$ cat src/pun_sqrt.sv
// Pipelined floor square root, one root bit per stage.
module pun_sqrt #(
  parameter int MAG_W = 26,
  localparam int R_W = MAG_W,
  localparam int SQ_W = 2 * MAG_W + 2,
  localparam int TW = SQ_W + 2
) (
  input  logic               clk,
  input  logic               rst,
  input  logic               ce,
  input  logic               in_valid,
  input  logic [SQ_W-1:0]    sum,
  input  logic [3*MAG_W-1:0] in_mags,
  input  logic [2:0]         in_signs,
  output logic               out_valid,
  output logic [R_W-1:0]     root_out,
  output logic [3*MAG_W-1:0] out_mags,
  output logic [2:0]         out_signs
);
  logic               vld  [0:R_W];
  logic [SQ_W-1:0]    s    [0:R_W];
  logic [R_W-1:0]     root [0:R_W];
  logic [SQ_W-1:0]    sq   [0:R_W];
  logic [3*MAG_W-1:0] mg   [0:R_W];
  logic [2:0]         sg   [0:R_W];

  assign vld[0] = in_valid;
  assign s[0] = sum;
  assign root[0] = '0;
  assign sq[0] = '0;
  assign mg[0] = in_mags;
  assign sg[0] = in_signs;

  for (genvar k = 0; k < R_W; k++) begin : g_stage
    localparam int I = R_W - 1 - k;
    logic [TW-1:0] trial;
    // (root + 2^I)^2 = root^2 + root * 2^(I+1) + 2^(2I)
    assign trial = TW'(sq[k]) + (TW'(root[k]) << (I + 1)) + (TW'(1) << (2 * I));

    always_ff @(posedge clk) begin
      if (rst) begin
        vld[k+1] <= 1'b0;
      end else if (ce) begin
        vld[k+1] <= vld[k];
      end
    end

    always_ff @(posedge clk) begin
      if (ce) begin
        s[k+1] <= s[k];
        mg[k+1] <= mg[k];
        sg[k+1] <= sg[k];
        if (trial <= TW'(s[k])) begin
          root[k+1] <= root[k] | (R_W'(1) << I);
          sq[k+1] <= trial[SQ_W-1:0];
        end else begin
          root[k+1] <= root[k];
          sq[k+1] <= sq[k];
        end
      end
    end
  end

  assign out_valid = vld[R_W];
  assign root_out = root[R_W];
  assign out_mags = mg[R_W];
  assign out_signs = sg[R_W];
endmodule

$ cat config.mk
export PLATFORM = sky130hd
export DESIGN_NAME = pun_sqrt
export DESIGN_NICKNAME = d
export VERILOG_FILES = /design/src/pun_sqrt.sv
export SDC_FILE = /design/constraint.sdc
export NUM_CORES = 2
export LEC_CHECK = 0
export ABC_AREA = 1
export BUFFER_PORTS_ARGS = -buffer_cell sky130_fd_sc_hd__buf_2
export CORE_MARGIN = 2
export CORE_UTILIZATION = 50
export CTS_BUF_LIST = sky130_fd_sc_hd__clkbuf_4 sky130_fd_sc_hd__clkbuf_8
export DETAILED_ROUTE_END_ITERATION = 7
export PLACE_DENSITY = 0.75
export SYNTH_ARGS = -nofsm -noshare
export SYNTH_HDL_FRONTEND = slang
export SYNTH_SLANG_ARGS = --single-unit
export TNS_END_PERCENT = 20
$ cat constraint.sdc
create_clock -name clk -period 5.6 [get_ports clk]
set_input_delay 0.84 -clock clk [delete_from_list [all_inputs] [get_ports clk]]
set_output_delay 0.84 -clock clk [all_outputs]
set_load 0.1 [all_outputs]
### Word level (Yosys, flattened, before mapping)

Cells that the tools add are included.

* input port bits: 139
* word-level logic and storage cells: 281
* ROM bits: 0
* memories kept: 0
* bits in writable memories: 0
* bits in latches: 0
* flip-flop bits (word level): 5508
* output and inout bits: 108

* multiply operators: 0
* magnitude comparators: 26
* reductions and logical operators: 0
* equal/unequal tests: 0
* div/mod/pow operators: 0
* shifts and indexed selects: 0
* multiplexer cells: 26
* add/subtract/negate cells: 50
* bitwise gates (word level): 0

Operator list (count)
* $le 56x54->1: 25
* $mux 54: 24
* $add 55x1->56 const B: 1
* $add 55x11->56 const B: 1
* $add 55x13->56 const B: 1
* $add 55x15->56 const B: 1
* $add 55x17->56 const B: 1
* $add 55x19->56 const B: 1
* $add 55x21->56 const B: 1
* $add 55x23->56 const B: 1
* $add 55x25->56 const B: 1
* $add 55x27->56 const B: 1
* $add 55x29->56 const B: 1
* $add 55x3->56 const B: 1
* $add 55x31->56 const B: 1
* $add 55x33->56 const B: 1
* $add 55x35->56 const B: 1
* $add 55x37->56 const B: 1
* $add 55x39->56 const B: 1
* $add 55x41->56 const B: 1
* $add 55x43->56 const B: 1
* $add 55x45->56 const B: 1
* $add 55x47->56 const B: 1
* $add 55x49->56 const B: 1
* other kinds (31): 31

### Longest topological paths before layout

* word-level depth: 4
* depth in mapped cells: 31
* mapped depth without buffers: 30

### Worst setup path before layout

No wires, ideal clock.

* kind: register to register
* from: register sq[786] (netlist bit)
* to: register root[351] (netlist bit) (data pin)
* data arrival time: 3412 ps
* path slack: 1929 ps
* stages on the path, launching flop included: 28
* buffers on the path: 1
* clock period less this slack: 3671 ps
* data required time: 5342 ps
* setup time: 258 ps
* cells stage by stage: edfxtp_1 > ha_1 > nand3_1 > nand2_1 > inv_1 > o21ai_0 > nand2_1 > nand2_1 > nand2_1 > nand2_1 > inv_1 > o21ai_0 > xor2_1 > ha_1 > nand2_1 > nor4_1 > nand2_1 > nand2_1 > nand2_1 > nand2_1 > nand2_1 > nand2_1 > nand2_1 > nand2_1 > nand2_1 > nand2_1 > buf_2 > inv_1

* word-level cells in the longest chain between the ends: 3

RTL lines
* from (decl): line 23 `logic [SQ_W-1:0] sq [0:R_W];`
* from (signal, indexed assignment): line 55 `sq[k+1] <= trial[SQ_W-1:0];`
* from (signal, indexed assignment): line 58 `sq[k+1] <= sq[k];`
* $add 54x40->55: line 38 `assign trial = TW'(sq[k]) + (TW'(root[k]) << (I + 1)) + (TW'(1) << (2 * I));`
* $add 55x27->56: line 38
* $le 56x54->1: line 53 `if (trial <= TW'(s[k])) begin`
* to (signal, indexed assignment): line 54 `root[k+1] <= root[k] | (R_W'(1) << I);`
* to (signal, indexed assignment): line 57 `root[k+1] <= root[k];`
* to (decl): line 22 `logic [R_W-1:0] root [0:R_W];`

No other way between the ends.
A chain may end at the register's enable or synchronous reset.

### Worst setup path after layout

* from: register root[380] (netlist bit)
* to: register sq[752] (netlist bit) (data pin)

* word-level cells in the longest chain between the ends: 4

RTL lines (line)
* $add 54x40->55 *: 38
* $add 55x27->56 *: 38
* $le 56x54->1: 53
* $mux 54 *: 53

Mark *: on every way between the ends. The rest lies on a longest branch, timed or not.

==> reports/qor.csv <==
metric,value,unit
worst hold path type,in2reg,
number of synthesized flops with an enable pin,4476,
CTS Buf Count,707,
Global Route Usage Sum,0.2067,
core area,0.3792,mm2
Final min period,5176,ps
Worst-Margin Slew,1235,ps
P_sw,32400,uW
port bufs,246,
"Distinct cells, synth",70,
Pins Over Slew Limit,0,
syn nets,15750,
R2R setup slack,420,ps
post-CTS setup buffers,0,
final setup vio count,0,
Mapped Cells,14590,
FF-to-FF Start,root[380]$_DFFE_PP_,
switching share of power,0.3297,
Post-Syn Area per Cell,13.07,um2
Detailed Route WL,403800,um
initial antenna violation count,13,
FF-to-FF path depth,20,
die area,0.3863,mm2
Worst path slowest cell,o21ai_0,
Gate power share,0.266,
Clock Path Buffers,4,
Inst Count DP,19760,
critical path arrival,6070,ps
synthesized flop and latch total,4502,
"Clk Latency, worst-skew pair",1250,ps
Synth warnings,0,
clk slew on worst S/H paths,60,ps
hold_ws,216.6,ps
outcome,completed,
row count,226,
kind of critical path,reg2reg,
clock share of power,0.279,
CP startpoint kind,flip-flop,
Crit path top cell by count,nand2_1,
sequential fraction of the synthesis area,0.7077,
termination of the worst setup path,sq[752]$_DFFE_PP_,
leak pwr,0.08619,uW
vias in the first global route,110800,
worst clock skew,132.9,ps
maximum vdd drop,0.3086,mV
fin util,0.5641,
CP Capture Type,flip-flop,
Starting Density,0.5028,
post-route ant nets,0,
final hold vios,0,
DR vias,108400,
H-Tree Depth,6,
number of nets in the layout,16750,
CTS tree,done,
fraction of registers with async set/reset,0,
Slew Limit Headroom,0.1692,
"CP delay by family, top",simple AND/OR/NAND/NOR gates,
largest net degree at the start of global routing,200,
die span in y,621.5,um
final worst-path cycle share,0.9242,
synthesized cell area,0.1906,mm2
global-route wire length before repair,619900,um
routability cong.,0.9254,
CP max stage delay,520,ps
DRT Pass-1 Iters,7,
Worst setup startpoint,root[380]$_DFFE_PP_,
critical path depth,20,
WP buf/inv,2,
Die W,621.5,um
root buffer cell,clkbuf_8,
DR DRC count,0,
reg-to-reg endpoint,sq[752]$_DFFE_PP_,
WP data required,6490,ps
Fmax,0.1932,GHz
Max-Cap Viols,0,
Iter 0 DRT Violations,7352,
share of layout cells above drive strength 1,0.1014,
Crit Path Max Fanout,14,
fin cells,21170,
crit-path cells,"ha_1, nand3_1, nand2_1, inv_1, o21ai_0, nand4_1, nand2_1, nand2_1, xnor2_1, ha_1, nand2_1, nor4_2, nand2_1, nor2_1, nand4_1, nand2_1, nand2_1, buf_4, nand2_1, nand2_1",
wire per inst,19.07,um
P_int,65890,uW
global route overflow,0,
top-level port count,247,
setup tns final,0,ps
Final HPWL DP,299000,um
Via density,5.121,
Pwr Density,459.5,mW/mm2
"Top FF cell, synth",edfxtp_1,
unrepaired setup endpoints after global routing,no,
area delta synth->final,12.20,%
Seq pwr share,0.454,
clk sinks,4502,
## synth_stat cells, types with 11 or more instances
master,instances,share of area
o21ai_0,247,0.0065
and2_1,18,0.00059
nand2_2,18,0.00059
clkbuf_1,61,0.0012
a21o_1,58,0.0023
o21bai_1,35,0.0014
xnor2_1,185,0.0085
nor2_1,719,0.014
o31ai_1,14,0.00055
nand2_1,3036,0.060
o211ai_1,29,0.0011
a21oi_1,663,0.017
xor2_1,423,0.019
ha_1,1020,0.067
buf_2,88,0.0023
dfxtp_1,26,0.0027
a21boi_0,23,0.00091
buf_6,17,0.0010
nor4_1,175,0.0057
nand3b_1,26,0.0010
a31oi_1,36,0.0012
buf_4,125,0.0049
edfxtp_1,4476,0.71
nor2_2,11,0.00036
o21a_1,19,0.00075
a211oi_1,18,0.00071
o21ai_1,11,0.00029
nand3_1,940,0.025
or2_2,16,0.00053
nand4_1,200,0.0066
inv_1,1557,0.031
nor3_1,167,0.0044
o2111ai_1,12,0.00055
inv_2,11,0.00022
and3_1,12,0.00039
## worst min-delay path by stage
stage / depth (start not counted) / slack [ps] / to / from
2_1_floorplan: 0 / 400 / mg[1000]$_DFFE_PP_ / mg[1078]$_DFFE_PP_
3_3_place_gp: 0 / 400 / mg[405]$_DFFE_PP_ / mg[483]$_DFFE_PP_
3_5_place_dp: 0 / 400 / mg[1008]$_DFFE_PP_ / mg[1086]$_DFFE_PP_
4_1_cts: 1 / 80 / mg[1972]$_DFFE_PP_ / ce
5_1_grt: 1 / 100 / mg[1972]$_DFFE_PP_ / ce
6_report: 1 / 220 / mg[1972]$_DFFE_PP_ / ce
## power groups by stage
stage | registers (uW) | logic, uW | clock network, uW
detailed placement | 45300 | 26100 | 0
floorplan | 44100 | 18500 | 0
global route | 45100 | 29700 | 29700
CTS | 44700 | 26300 | 28300
global placement | 45300 | 25600 | 0
finish | 44700 | 26200 | 27400
## layout by cell type, fill, tap and decap left out, types with 19 or more instances in the layout
cell type	n
edfxtp_1	4476
nand2_1	3036
inv_1	1557
ha_1	1020
nand3_1	940
nor2_1	719
clkbuf_8	714
a21oi_1	663
xor2_1	423
o21ai_0	247
buf_2	245
clkbuf_4	207
nand4_1	200
xnor2_1	185
nor4_1	168
nor3_1	166
clkinv_1	160
buf_4	157
dlygate4sd3_1	138
clkinv_2	71
a21o_1	58
buf_12	44
a31oi_1	36
o21bai_1	35
bufinv_16	30
diode_2	29
o211ai_1	29
nand3b_1	26
dfxtp_1	26
a21boi_0	23
o21a_1	19
## what timing repair did
| item | CTS | global route |
|---|---|---|
| resized for setup | 0 | 1 |
| hold buffers | 138 | 0 |
| endpoints found under the setup margin | 0 | 23 |
| endpoints found under the hold margin | 161 | 0 |
## worst reg2reg max path: stages, from the launching register on
cell and delay, ps:
edfxtp_1 450, ha_1 370, nand3_1 90, nand2_1 100, inv_1 50, o21ai_0 520
nand4_1 370, nand2_1 300, nand2_1 100, xnor2_1 160, ha_1 310, nand2_1 120
nor4_2 470, nand2_1 180, nor2_1 250, nand4_1 290, nand2_1 200, nand2_1 110
buf_4 260, nand2_1 80, nand2_1 80
## stage by stage
step                setup WS (ps)  power (uW)  area [um2]
finish                      424.5       98290      213900
global route                108.1      104500      213900
CTS                         206.4       99230      213800
detailed placement          274.5       71390      198400
global placement            282.5       70920      198400
floorplan                    1929       62590      190600
## layer usage
layer  track usage  wire length (um)  vias to the layer above
met4       0.09831             19920                        4
met3       0.02885             16280                      830
li1              -                 -                    53710
met1        0.2394            158100                    51420
met2        0.3769            209500                     2460
met5             0                21                        -
## kinds of logic after synthesis
group | after synthesis | share of synthesized area
AOI/OAI and AO/OA | 1203 | 0.03531
adders and majority gates | 1020 | 0.06694
buffers and inverters | 1865 | 0.04049
xor gates and xnor gates | 608 | 0.02793
and+or+nand+nor | 5394 | 0.1216
DFF | 4502 | 0.7077
## sequential cells by signal, summed over array words and instances (netlist names)
register	flops
sg	75
s	1350
out_valid	1
mg	1950
sq	670
vld	25
root_out	26
out_mags	78
root	324
out_signs	3
## cell type report
cell class	instances	area, um2
Sequential cell	4502	134900
Multi-Input combinational cell	8225	48050
Antenna cell	29	72.57
Clock inverter	325	2649
Clock buffer	921	11380
Inverter	1570	5893
Tap cell	5016	6276
Timing Repair Buffer	584	4667
Fill cell	30270	165300
Note: power is estimated with default switching activity, not from simulation.
